$ cat config.mk
export PLATFORM = sky130hd
export DESIGN_NAME = gpio_port_with_edge_interrupts
export DESIGN_NICKNAME = d
export VERILOG_FILES = /design/src/hdl/gpioei_pkg.sv /design/src/hdl/gpio_port_with_edge_interrupts.sv
export SDC_FILE = /design/constraint.sdc
export NUM_CORES = 1
export LEC_CHECK = 0
export ABC_AREA = 1
export ABC_CLOCK_PERIOD_IN_PS = 4900
export BUFFER_PORTS_ARGS = -buffer_cell sky130_fd_sc_hd__buf_4
export CORE_ASPECT_RATIO = 0.75
export CORE_MARGIN = 2
export CORE_UTILIZATION = 59
export CTS_CLUSTER_SIZE = 30
export DETAILED_ROUTE_END_ITERATION = 8
export PLACE_DENSITY = 0.78
export SYNTH_ARGS = -nofsm -noshare
export SYNTH_HDL_FRONTEND = slang
export SYNTH_SLANG_ARGS = --single-unit
$ cat constraint.sdc
create_clock -name clk_i -period 4.9 [get_ports clk_i]
set_input_delay 0.245 -clock clk_i [delete_from_list [all_inputs] [get_ports clk_i]]
set_output_delay 0.245 -clock clk_i [all_outputs]
set_load 0.1 [all_outputs]
$ cat src/hdl/gpioei_pkg.sv
package gpioei_pkg;

  localparam int unsigned PortWidth = 16;

  // operation codes carried in the low bits of the input word
  typedef enum logic [2:0] {
    OP_SAMPLE    = 3'd0,
    OP_SET       = 3'd1,
    OP_CLEAR     = 3'd2,
    OP_TOGGLE    = 3'd3,
    OP_WRITE_OUT = 3'd4,
    OP_WRITE_IRQ = 3'd5,
    OP_CLEAR_PND = 3'd6
  } op_e;

  // configuration register indexes
  typedef enum logic [1:0] {
    CFG_PIN_MODE   = 2'd0,
    CFG_OPEN_DRAIN = 2'd1,
    CFG_RISE_EN    = 2'd2,
    CFG_FALL_EN    = 2'd3
  } cfg_idx_e;

  // two-bit pin mode codes
  localparam logic [1:0] ModeOutput = 2'h1;
  localparam logic [1:0] ModeAnalog = 2'h3;

  typedef logic [PortWidth-1:0] port_t;

  // bit set for each pin whose mode field equals the code
  function automatic port_t pins_in_mode(logic [2*PortWidth-1:0] modes, logic [1:0] code);
    port_t r;
    r = '0;
    for (int i = 0; i < PortWidth; i++) begin
      r[i] = (modes[2*i +: 2] == code);
    end
    return r;
  endfunction

endpackage

$ cat src/hdl/gpio_port_with_edge_interrupts.sv
// all work is per-bit logic; each word's result is written to a two-entry result buffer
// throughput: one word per cycle while s_axis_tready is high; m_axis reads the buffer
// the buffer lets a word be taken while one result still waits downstream
// s_axis_tready drops only when both result entries are occupied
// reset (rst_ni low, asynchronous) clears config, latches, pending bits, mask and buffer
module gpio_port_with_edge_interrupts #(
  parameter int unsigned NUM_PINS = 16
) (
  input  logic        clk_i,
  input  logic        rst_ni,
  // configuration write port
  input  logic        cfg_we_i,
  input  logic [1:0]  cfg_index_i,
  input  logic [31:0] cfg_data_i,
  // input words
  input  logic        s_axis_tvalid,
  output logic        s_axis_tready,
  input  logic [39:0] s_axis_tdata,   // operation[2:0], pin_mask[18:3], pin_levels[34:19]
  // result words
  output logic        m_axis_tvalid,
  input  logic        m_axis_tready,
  output logic [71:0] m_axis_tdata    // input_data, output_data, drive_enable,
                                      // pending_lines, irq (bit 64)
);
  import gpioei_pkg::*;

  // only the first sixteen pins exist on the 16-bit fields
  localparam int unsigned ActivePins = (NUM_PINS < PortWidth) ? NUM_PINS : PortWidth;
  localparam port_t PortMask = (ActivePins >= PortWidth) ? {PortWidth{1'b1}} :
                               PortWidth'((64'd1 << ActivePins) - 64'd1);

  // configuration registers
  logic [31:0] pin_mode_q;
  port_t       open_drain_q, rise_en_q, fall_en_q;

  always_ff @(posedge clk_i or negedge rst_ni) begin
    if (!rst_ni) begin
      pin_mode_q   <= '0;
      open_drain_q <= '0;
      rise_en_q    <= '0;
      fall_en_q    <= '0;
    end else if (cfg_we_i) begin
      unique case (cfg_idx_e'(cfg_index_i))
        CFG_PIN_MODE:   pin_mode_q   <= cfg_data_i;
        CFG_OPEN_DRAIN: open_drain_q <= cfg_data_i[15:0];
        CFG_RISE_EN:    rise_en_q    <= cfg_data_i[15:0];
        CFG_FALL_EN:    fall_en_q    <= cfg_data_i[15:0];
        default: ;
      endcase
    end
  end

  // input word fields
  logic [2:0] op;
  port_t      arg, levels;
  assign op     = s_axis_tdata[2:0];
  assign arg    = s_axis_tdata[18:3] & PortMask;
  assign levels = s_axis_tdata[34:19] & PortMask;

  logic s_acc, m_acc;
  assign s_acc = s_axis_tvalid && s_axis_tready;
  assign m_acc = m_axis_tvalid && m_axis_tready;

  // port state
  port_t input_q, input_d;
  port_t output_q, output_d;
  port_t pending_q, pending_d;
  port_t mask_q, mask_d;

  port_t analog_pins, output_pins, now, rise, fall, drive;

  assign analog_pins = pins_in_mode(pin_mode_q, ModeAnalog) & PortMask;
  assign output_pins = pins_in_mode(pin_mode_q, ModeOutput) & PortMask;

  // analog pins read as low and so never produce rising edges
  assign now  = levels & ~analog_pins;
  assign rise = now & ~input_q & rise_en_q;
  assign fall = ~now & input_q & fall_en_q;

  always_comb begin
    input_d   = input_q;
    output_d  = output_q;
    pending_d = pending_q;
    mask_d    = mask_q;
    case (op)
      OP_SAMPLE: begin
        pending_d = (pending_q | rise | fall) & PortMask;
        input_d   = now;
      end
      OP_SET:       output_d  = output_q | arg;
      OP_CLEAR:     output_d  = output_q & ~arg;
      OP_TOGGLE:    output_d  = output_q ^ arg;
      OP_WRITE_OUT: output_d  = arg;
      OP_WRITE_IRQ: mask_d    = arg;
      OP_CLEAR_PND: pending_d = pending_q & ~arg;
      default: ;    // unknown operation leaves the state alone
    endcase
  end

  // open-drain pins drive only while their latch bit is low
  assign drive = output_pins & (~open_drain_q | ~output_d);

  always_ff @(posedge clk_i or negedge rst_ni) begin
    if (!rst_ni) begin
      input_q   <= '0;
      output_q  <= '0;
      pending_q <= '0;
      mask_q    <= '0;
    end else if (s_acc) begin
      input_q   <= input_d;
      output_q  <= output_d;
      pending_q <= pending_d;
      mask_q    <= mask_d;
    end
  end

  // result word, taken from the state after this word
  logic [71:0] result;
  assign result = {7'd0, |(pending_d & mask_d), pending_d, drive, output_d, input_d};

  // two-entry result buffer
  logic [71:0] buf_q [2];
  logic        wr_ptr_q, rd_ptr_q;
  logic [1:0]  count_q;

  always_ff @(posedge clk_i) begin
    if (s_acc) begin
      buf_q[wr_ptr_q] <= result;
    end
  end

  always_ff @(posedge clk_i or negedge rst_ni) begin
    if (!rst_ni) begin
      wr_ptr_q <= 1'b0;
      rd_ptr_q <= 1'b0;
      count_q  <= 2'd0;
    end else begin
      if (s_acc) wr_ptr_q <= ~wr_ptr_q;
      if (m_acc) rd_ptr_q <= ~rd_ptr_q;
      case ({s_acc, m_acc})
        2'b10:   count_q <= count_q + 2'd1;
        2'b01:   count_q <= count_q - 2'd1;
        default: count_q <= count_q;
      endcase
    end
  end

  assign s_axis_tready = (count_q != 2'd2);
  assign m_axis_tvalid = (count_q != 2'd0);
  assign m_axis_tdata  = buf_q[rd_ptr_q];

  // buffer occupancy stays within its two entries
  a_count_range: assert property (@(posedge clk_i) disable iff (!rst_ni)
    count_q != 2'd3)
    else $error("result buffer count out of range");

  // pending bits never set on pins that do not exist
  a_pending_in_port: assert property (@(posedge clk_i) disable iff (!rst_ni)
    (pending_q & ~PortMask) == '0)
    else $error("pending bit set beyond port width");

  // pending bits only grow on a sample tick
  a_pending_grow: assert property (@(posedge clk_i) disable iff (!rst_ni)
    !(s_acc && (op == OP_SAMPLE)) |=> ((pending_q & ~$past(pending_q)) == '0))
    else $error("pending bit set without a sample");

  // output latch and interrupt mask hold while no word is taken
  a_latch_hold: assert property (@(posedge clk_i) disable iff (!rst_ni)
    !s_acc |=> $stable(output_q) && $stable(mask_q))
    else $error("latch changed without an input word");

endmodule
; ---- Word-level counts from Yosys, hierarchy flattened
; Memories as Yosys holds them, arrays and structs flattened.
; Index checks and enable logic that the tools add are counted.
[word_totals]
wordCells = 98
out_inout_bits = 74
ff_bits = 148
mem_bits_rw = 130
inputBits = 79
n_memories = 1
[mem_list]
columns = name, words, width, read_ports, rd_ports_with_merged_regs, write_ports, line
row1 = buf_q, 2, 65, 1, 0, 1, gpio_port_with_edge_interrupts.sv:122  ; logic [71:0] buf_q [2];
[classes]
n_bitwise = 22
eq_ne = 44
reduce_logical = 11
n_mux = 7
n_addsub = 2
[op_table]
columns = cell, n
row1 = 16-bit AND, 9
row2 = 16-bit NOT, 6
row3 = 16-bit OR, 4
row4 = 16-bit one-hot mux with 4 select lines, 1
row5 = 2-bit == test (second input constant), 19
row6 = 2-bit by 1-bit == test with 1-bit output (second input constant), 18
row7 = 16-bit 2-to-1 mux, 2
row8 = 16-bit one-hot mux with 2 select lines, 1
row9 = 16-bit OR reduction, 1
row10 = 16-bit bitwise XOR, 1
row11 = 3-bit == test (second input constant), 3
row12 = 2-bit AND reduction, 4
row13 = 3-bit by 2-bit == test with 1-bit output (second input constant), 2
row14 = 2-bit one-hot mux with 2 select lines, 1
row15 = 2-bit nonzero test, 2
row16 = 3-bit by 1-bit == test with 1-bit output (second input constant), 1
row17 = 3-bit logical NOT, 1
row18 = 2-bit by 1-bit adder with 2-bit output (second input constant), 1
row19 = 1-bit logical AND, 2
row20 = 2-bit logical NOT, 1
row21 = 1-bit 2-to-1 mux, 2
row22 = 2-bit != test (second input constant), 1
row23 = 1-bit NOT, 2
row24 = 2-bit by 1-bit subtractor with 2-bit output (second input constant), 1

; ---- Depth between registers and ports, before layout
; Gate-level depths: netlist of the first run.
[logic_depth]
ltp_word = 10
mapped_depth = 13
ltp_nobuf = 12

; ---- Worst setup path before layout of the first run
; No wires, ideal clock.
[synth_timing]
path_kind = register -> register
start = reg count_q[0]
end = mem buf_q[0][0] in the netlist's numbering, enable pin
synth_period_minus_slack_ns = 4.896
path_slack_ns = 0.004
arrival_time_ns = 4.407
t_required_ns = 4.412
setup_time_ns = 0.488
stages_incl_launch_ff = 7
n_path_buf = 2
cell_sequence = dfrtp_1 -> inv_1 -> nand2_1 -> nand2_1 -> clkbuf_1 -> buf_2 -> nor2_1
[synth_via]
elab_chain_len = 4
[synth_rtl]
columns = element, line
row1 = "start, declared", gpio_port_with_edge_interrupts.sv:124  ; logic [1:0] count_q;
row2 = "start signal, assigned", gpio_port_with_edge_interrupts.sv:141  ; 2'b10: count_q <= count_q + 2'd1;
row3 = "start signal, assigned", gpio_port_with_edge_interrupts.sv:142  ; 2'b01: count_q <= count_q - 2'd1;
row4 = "start signal, assigned", gpio_port_with_edge_interrupts.sv:143  ; default: count_q <= count_q;
row5 = 2-bit != test, gpio_port_with_edge_interrupts.sv:148  ; assign s_axis_tready = (count_q != 2'd2);
row6 = net s_axis_tready, gpio_port_with_edge_interrupts.sv:17  ; output logic s_axis_tready,
row7 = 1-bit logical AND, gpio_port_with_edge_interrupts.sv:61  ; assign s_acc = s_axis_tvalid && s_axis_tready;
row8 = 1-bit 2-to-1 mux, gpio_port_with_edge_interrupts.sv:127  ; if (s_acc) begin
row9 = 1-bit 2-to-1 mux (not written as such), gpio_port_with_edge_interrupts.sv:128  ; buf_q[wr_ptr_q] <= result;
row10 = "end, declared", gpio_port_with_edge_interrupts.sv:122
; The timed path passes the listed nets, and every way through them passes these cells.

; ---- Final worst setup path of the first run
[layout_timing]
start = reg rd_ptr_q
end = out m_axis_tdata[15]
[layout_via]
elab_chain_len = 1
[layout_rtl]
columns = element, line
row1 = "start, declared", gpio_port_with_edge_interrupts.sv:123  ; logic wr_ptr_q, rd_ptr_q;
row2 = "start signal, assigned", gpio_port_with_edge_interrupts.sv:139  ; if (m_acc) rd_ptr_q <= ~rd_ptr_q;
row3 = memory read 2 x 65 bit, n/a
row4 = "end, declared", gpio_port_with_edge_interrupts.sv:22  ; output logic [71:0] m_axis_tdata
; No other way between the ends.

==> impl_metrics.csv, run 1 <==
group,metric,value,unit
sta,slew_headroom,20.5,%
clocking,clockBufferDepth,3,
floorplanning,die_y,133,µm
worst_setup_path,crit_path_max_fanout,41,
power,powerDensity,688,mW/mm²
sta,setup_viol,0,
sta,worst-slew-pin-transition,1.19,ns
sta,fmax,373,MHz
global_routing,overflow,0,
placement,dp_hpwl,22.7,mm
final_layout,drive_gt1_share,15.4,%
final_layout,final.fill_count,1694,
sta,period_needed,2.68,ns
power,seqPwrFrac,33.7,%
power,cell_internal_pwr,0.00539,W
sta,clock_skew,0.0110,ns
final_layout,num_antenna_cells,0,
worst_setup_path,worstSetupEndpointType,"primary output",
placement,pre_cts_ws,2.32,ns
route,routed_wl,33.5,mm
power,comb_power_share,47.2,%
global_routing,grt_max_degree,89,
final_layout,area_delta_synth_final,16.4,%
route,first_pass_iters,5,
route,drt-wirelength-per-cell,17.7,µm
floorplanning,dieArea,0.0235,mm²
route,via_per_inst,5.44,
worst_setup_path,crit_chain,"inv_2, buf_4, nand2_1, nand2_1, buf_4",
worst_setup_path,slowest_stage,"buf_4",
floorplanning,die_w,176,µm
yosys,synth_cells,1446,
status,status,"complete, no violations",
route,drc,0,
power,swShare,48.7,%
yosys,yosysUniqueCellTypes,37,
worst_setup_path,path_buf_inv,3,
power,ir_worst_vdd,0.000813,V
clocking,cts_buffers,27,
placement,port-buffer-count,140,
final_layout,fin_area,0.0153,mm²
clocking,clk_pin_slew,0.06,ns
yosys,synth-seq-cells,278,
clocking,htreeDepth,1,
global_routing,grt_pass1_wl,51.6,mm
global_routing,track_usage,28.7,%
yosys,post_synth.cell_area_avg,9.09,µm²
floorplanning,core_area,0.0220,mm²
sta,setup_ws,2.22,ns
worst_hold_path,hold_class,"in2reg",
worst_setup_path,crit_path_start_kind,"flop",
clocking,insertion_delay,0.54,ns
route,drt-initial-drc-count,1089,
yosys,syn_area,0.0131,mm²
final_layout,final_cells,1893,
run,maxCapViolCount,0,
worst_setup_path,critPathRequiredTime,4.66,ns
floorplanning,start_util,59.8,%
sta,setup_tns,0,ns
yosys,yosysTopAreaCellShare,29.7,%
clocking,cts_root_buffer,"clkbuf_16",
yosys,synth_area_leaders,"edfxtp_1 30%, dfrtp_1 28%, nand2_1 16%",
floorplanning,fp-row-count,47,
yosys,synth.largest_area_cell,"edfxtp_1",
global_routing,grt_pass1_vias,9413,
floorplanning,io_pins,153,
sta,finalHoldViolations,0,
sta,finalCritPeriodShare,54.7,%
worst_setup_path,cp.arrival,2.44,ns
worst_setup_path,critical_path.top_delay_family,"buffers and inverters",
sta,drv_slew,0,
power,power_frac_clock,19.1,%
yosys,yosysSeqAreaShare,57.9,%
power,p_switching,0.00513,W
worst_setup_path,critical_path_class,"reg2out",
clocking,ctsResizeCount,0,
placement,placed_area,0.0143,mm²
clocking,cts_tree,"built",
sta,rsz0062_at_grt,"no",
placement,gp_routability_congestion,0.870,
final_layout,nets,1690,
worst_setup_path,slowest_delay,0.51,ns
clocking,cts.sinks,278,
placement,post-place-cells,1827,
route,routed-via-count,10300,
route,detail-route-antenna-nets,0,
global_routing,antenna_found_initial,0,
power,p_leak,7.34,nW
yosys,ys_warn_count,0,
cell usage after synthesis, drive strengths merged:
master / count
nand2: 550
o21ai: 152
dfrtp: 148
inv: 141
edfxtp: 130
nand3: 85
nor2: 61
buf: 37
ha: 33
clkbuf: 31
a21oi: 21
a21boi: 16
mux2: 12
a31oi: 11
nand3b: 7
or2: 5
nand4: 2
xor2: 2
conb: 1
xnor2: 1
repair_timing:
action / 4_1_cts / 5_1_grt
buffers inserted: 0 / 0
hold endpoints to repair: 68 / 0
hold buffers: 16 / 0
power by group through the flow:
stage	logic, W	registers [W]	clock network, W
after floorplan	0.00384	0.00352	0
after global placement	0.00484	0.00355	0
after detailed placement	0.00492	0.00357	0
after CTS	0.00495	0.00354	0.00202
after global routing	0.00529	0.00362	0.00211
final	0.00496	0.00355	0.00201
metal layers:
| layer | vias up | wire length [µm] | GRT usage, % |
|---|---|---|---|
| li1 | 4912 | - | - |
| met4 | 0 | 727 | 6.61 |
| met5 | - | 0 | 0 |
| met2 | 467 | 14900 | 43.7 |
| met3 | 55 | 2760 | 4.20 |
| met1 | 4861 | 15000 | 44.2 |
cell usage in the layout (no fill, tap or decap), types with 7 or more instances in the layout:
cell type and count:
a21boi_1 15, a21oi_1 11, a21oi_2 10, a31oi_2 7, buf_4 148, clkbuf_16 27
clkinv_2 11, conb_1 7, dfrtp_1 147, dlygate4sd3_1 16, edfxtp_1 130, ha_1 33
inv_1 137, mux2_2 12, nand2_1 546, nand3_1 81, nand3b_1 7, nor2_1 54
o21ai_0 137, o21ai_1 11
registers in the layout (all words and copies together), names as in the netlist:
| signal | cells |
|---|---|
| buf_q | 130 |
| pin_mode_q | 32 |
| fall_en_q | 16 |
| input_q | 16 |
| mask_q | 16 |
| open_drain_q | 16 |
| output_q | 16 |
| pending_q | 16 |
| rise_en_q | 16 |
| count_q | 2 |
| rd_ptr_q | 1 |
| wr_ptr_q | 1 |
stage by stage:
step	util, %	hold slack, ns	power (W)
final	69.5	0.0173	0.0105
after global routing	69.5	0.00923	0.0110
after CTS	69.5	0.00255	0.0105
after detailed placement	65.0	0.230	0.00850
after global placement	65.0	0.230	0.00839
after floorplan	-	-0.0506	0.00736
path summary, 6_finish.rpt:
kind | start | to | slack [ns] | depth (start not counted)
worst min register to register | mask_q[11] | mask_q[11] | 0.48 | 2
worst max register to register | count_q[0] | buf_q[1][8] | 2.32 | 6
min in group asynchronous | rst_ni | count_q[1] | 0.21 | 2
worst min-delay path | m_axis_tready | rd_ptr_q | 0.02 | 3
worst max-delay path | rd_ptr_q | m_axis_tdata[15] | 2.22 | 5
max in group asynchronous | rst_ni | pin_mode_q[5] | 3.62 | 3
logic make-up (layout without fill, tap and decap cells):
logic type | count (synthesis) | after routing | share of synthesized area, %
AOI/OAI and AO/OA | 200 | 200 | 8.76
xor gates and xnor gates | 3 | 3 | 0.200
adders and majority gates | 33 | 33 | 3.14
buffers and inverters | 209 | 356 | 7.02
DFF | 278 | 278 | 57.9
muxes | 12 | 12 | 1.03
other | 1 | 7 | 0.0285
and+or+nand+nor | 710 | 710 | 22.0
worst reg2reg max path, cell delays in order (launching register included):
cell     delay, ns
dfrtp_1       0.39
inv_1         0.07
nand2_1       0.07
nand2_1       0.05
buf_4         0.25
nor2_4        0.74
buf_4         0.59
cell type report:
class                      instances  area [µm²]  share of cell area [%]
tap                              294         368                    2.40
clock inverter                    18         148                   0.965
timing repair buffer             165        1280                    8.38
clock buffer                      32         694                    4.54
inverter                         141         532                    3.48
multi-input combinational        965        4660                    30.5
sequential                       278        7610                    49.7
Note: power is estimated with default switching activity, not from simulation.
==> inputs of run 2 (changes only) <==
ABC_CLOCK_PERIOD_IN_PS = 2700   (was 4900)
clock period = 2.7 ns   (was 4.9 ns; I/O delays follow)
==> run 2 against run 1 <==
Compared with the run above: critical path type unchanged; largest power group unchanged; die area unchanged; utilization up 1.6 points; sequential share of layout area down 1.1 points.
==> impl_metrics.csv, run 2 (synthesized netlist as in run 1, its figures left out) <==
group,metric,value,unit
status,status,"complete, no violations",
worst_setup_path,critPathRequiredTime,2.57,ns
sta,drv_slew,0,
floorplanning,core_area,0.0220,mm²
worst_hold_path,hold_end,"fall_en_q[8]",
clocking,htreeDepth,1,
sta,setup_viol,0,
global_routing,grt_max_degree,72,
route,routed_wl,34.3,mm
clocking,insertion_delay,0.55,ns
sta,rsz0062_at_grt,"no",
route,detail-route-antenna-nets,0,
floorplanning,dieArea,0.0235,mm²
clocking,cts_tree,"built",
route,drt-initial-drc-count,1121,
clocking,post_cts_buffers,0,
clocking,cts_root_buffer,"clkbuf_16",
route,via_per_inst,5.47,
final_layout,nets,1716,
final_layout,final_cells,1919,
worst_setup_path,slowest_delay,0.55,ns
sta,clock_skew,0.0174,ns
global_routing,overflow,0,
clocking,clk_pin_slew,0.06,ns
final_layout,final.fill_count,1621,
route,routed-via-count,10500,
worst_setup_path,crit_chain,"inv_2, buf_4, nand2_1, nand2_1, buf_4",
worst_hold_path,hold_class,"in2reg",
worst_setup_path,reg2reg_slack,0.70,ns
floorplanning,die_y,133,µm
sta,worst-slew-pin-transition,0.691,ns
floorplanning,fp-row-count,47,
power,powerDensity,1240,mW/mm²
placement,pre_cts_ws,0.557,ns
sta,slew_headroom,53.9,%
route,first_pass_iters,6,
run,maxCapViolCount,0,
route,drt-wirelength-per-cell,17.9,µm
sta,fmax,440,MHz
worst_setup_path,worstSetupEndpointType,"primary output",
final_layout,final_common_cell,"nand2_1",
worst_setup_path,crit_path_start_kind,"flop",
final_layout,drive_gt1_share,15.7,%
global_routing,grt_pass1_wl,53.2,mm
worst_setup_path,slowest_stage,"dfrtp_2",
sta,setup_ws,0.428,ns
placement,gp_routability_congestion,0.878,
worst_setup_path,crit_path_max_fanout,27,
global_routing,track_usage,29.6,%
final_layout,reg.largest.list,"buf_q x130, pin_mode_q x32",
final_layout,fin_util,71.2,%
worst_setup_path,critical_path_class,"reg2out",
placement,post-place-cells,1838,
sta,setup_tns,0,ns
final_layout,largest-register,"buf_q",
worst_setup_path,r2r-start,"count_q[0]",
floorplanning,start_util,59.8,%
final_layout,largest_reg_flops,130,
global_routing,grt_pass1_vias,9867,
power,p_leak,7.50,nW
power,total_power,0.0194,W
final_layout,area_delta_synth_final,19.0,%
sta,finalHoldViolations,0,
clocking,cts_buffers,27,
placement,port-buffer-count,140,
floorplanning,io_pins,153,
worst_setup_path,worst_r2r_path_depth,5,
worst_hold_path,hp-start,"cfg_data_i[8]",
clocking,clockBufferDepth,3,
worst_hold_path,hold_path_depth,3,
floorplanning,die_w,176,µm
route,drc,0,
sta,finalCritPeriodShare,84.2,%
worst_setup_path,cp.arrival,2.14,ns
global_routing,antenna_found_initial,0,
power,ir_worst_vdd,0.00138,V
placement,dp_hpwl,23.6,mm
sta,period_needed,2.27,ns
clocking,cts.sinks,278,
final_layout,num_antenna_cells,0,
worst_setup_path,r2r_end,"buf_q[1][46]",
final_layout,layout_common_cells,"545 x nand2_1, 154 x buf_4, 147 x dfrtp_1, 137 x inv_1, 137 x o21ai_0",
run 2: cell count changes in the layout (fill, tap and decap cells not counted), sizes merged:
| cell | before | now |
|---|---|---|
| buf | 149 | 160 |
| bufinv | 2 | 4 |
| clkbuf | 32 | 33 |
| clkinv | 14 | 11 |
| clkinvlp | 1 | 0 |
| dlygate4sd3 | 16 | 31 |
| inv | 142 | 143 |
run 2: per-stage QoR:
stage / hold WS, ns / area, µm²
after floorplan: -0.161 / 13200
after global placement: 0.132 / 14400
after detailed placement: 0.133 / 14400
after CTS: 0.00321 / 15700
after global routing: 0.0244 / 15700
final: 0.00469 / 15700
run 2: cell type report:
class	count	area [µm²]	area share, %
Timing Repair Buffer	191	1580	10.1
Clock buffer	33	708	4.53
Inverter	141	532	3.40
Sequential cell	278	7610	48.6
Tap cell	294	368	2.35
Clock inverter	17	185	1.18
Multi-Input combinational cell	965	4670	29.8
run 2: report_power, final:
group | switching, W | leakage (nW) | internal (W)
clock network | 0.00159 | 0.440 | 0.00225
registers | 0.000595 | 3.08 | 0.00589
logic | 0.00714 | 3.98 | 0.00196
run 2: how the worst max path moves through the flow:
| stage | start | to | slack [ns] | cells after the start |
|---|---|---|---|---|
| after global routing | rd_ptr_q | m_axis_tdata[15] | 0.31 | 5 |
| after CTS | rd_ptr_q | m_axis_tdata[22] | 0.44 | 5 |
| final | rd_ptr_q | m_axis_tdata[22] | 0.43 | 5 |
| after detailed placement | s_axis_tdata[1] | buf_q[0][43] | 0.56 | 11 |
| after global placement | s_axis_tdata[1] | buf_q[0][43] | 0.59 | 11 |
| after floorplan | count_q[0] | buf_q[0][0] | 0.04 | 6 |
run 2: layer usage:
| metal | part of all wire [%] | wire length, µm | GRT usage [%] | up-vias |
|---|---|---|---|---|
| met5 | 0 | 0 | 0 | - |
| met4 | 3.1 | 1070 | 9.27 | 0 |
| met3 | 8.7 | 2980 | 5.05 | 68 |
| met2 | 45 | 15400 | 45.2 | 458 |
| met1 | 43 | 14800 | 43.8 | 5022 |
| li1 | - | - | - | 4956 |
run 2: worst max-delay path, delay by kind of cell, from the launching register on:
kind	cells	cell delay [ns]
buffers and inverters	3	0.75
flip-flops	1	0.55
AND/OR/NAND/NOR	2	0.26
run 2: repair_timing:
item | 4_1_cts | 5_1_grt
resized for setup | 0 | 0
endpoints found under the hold margin | 121 | 0
hold buffers | 31 | 0
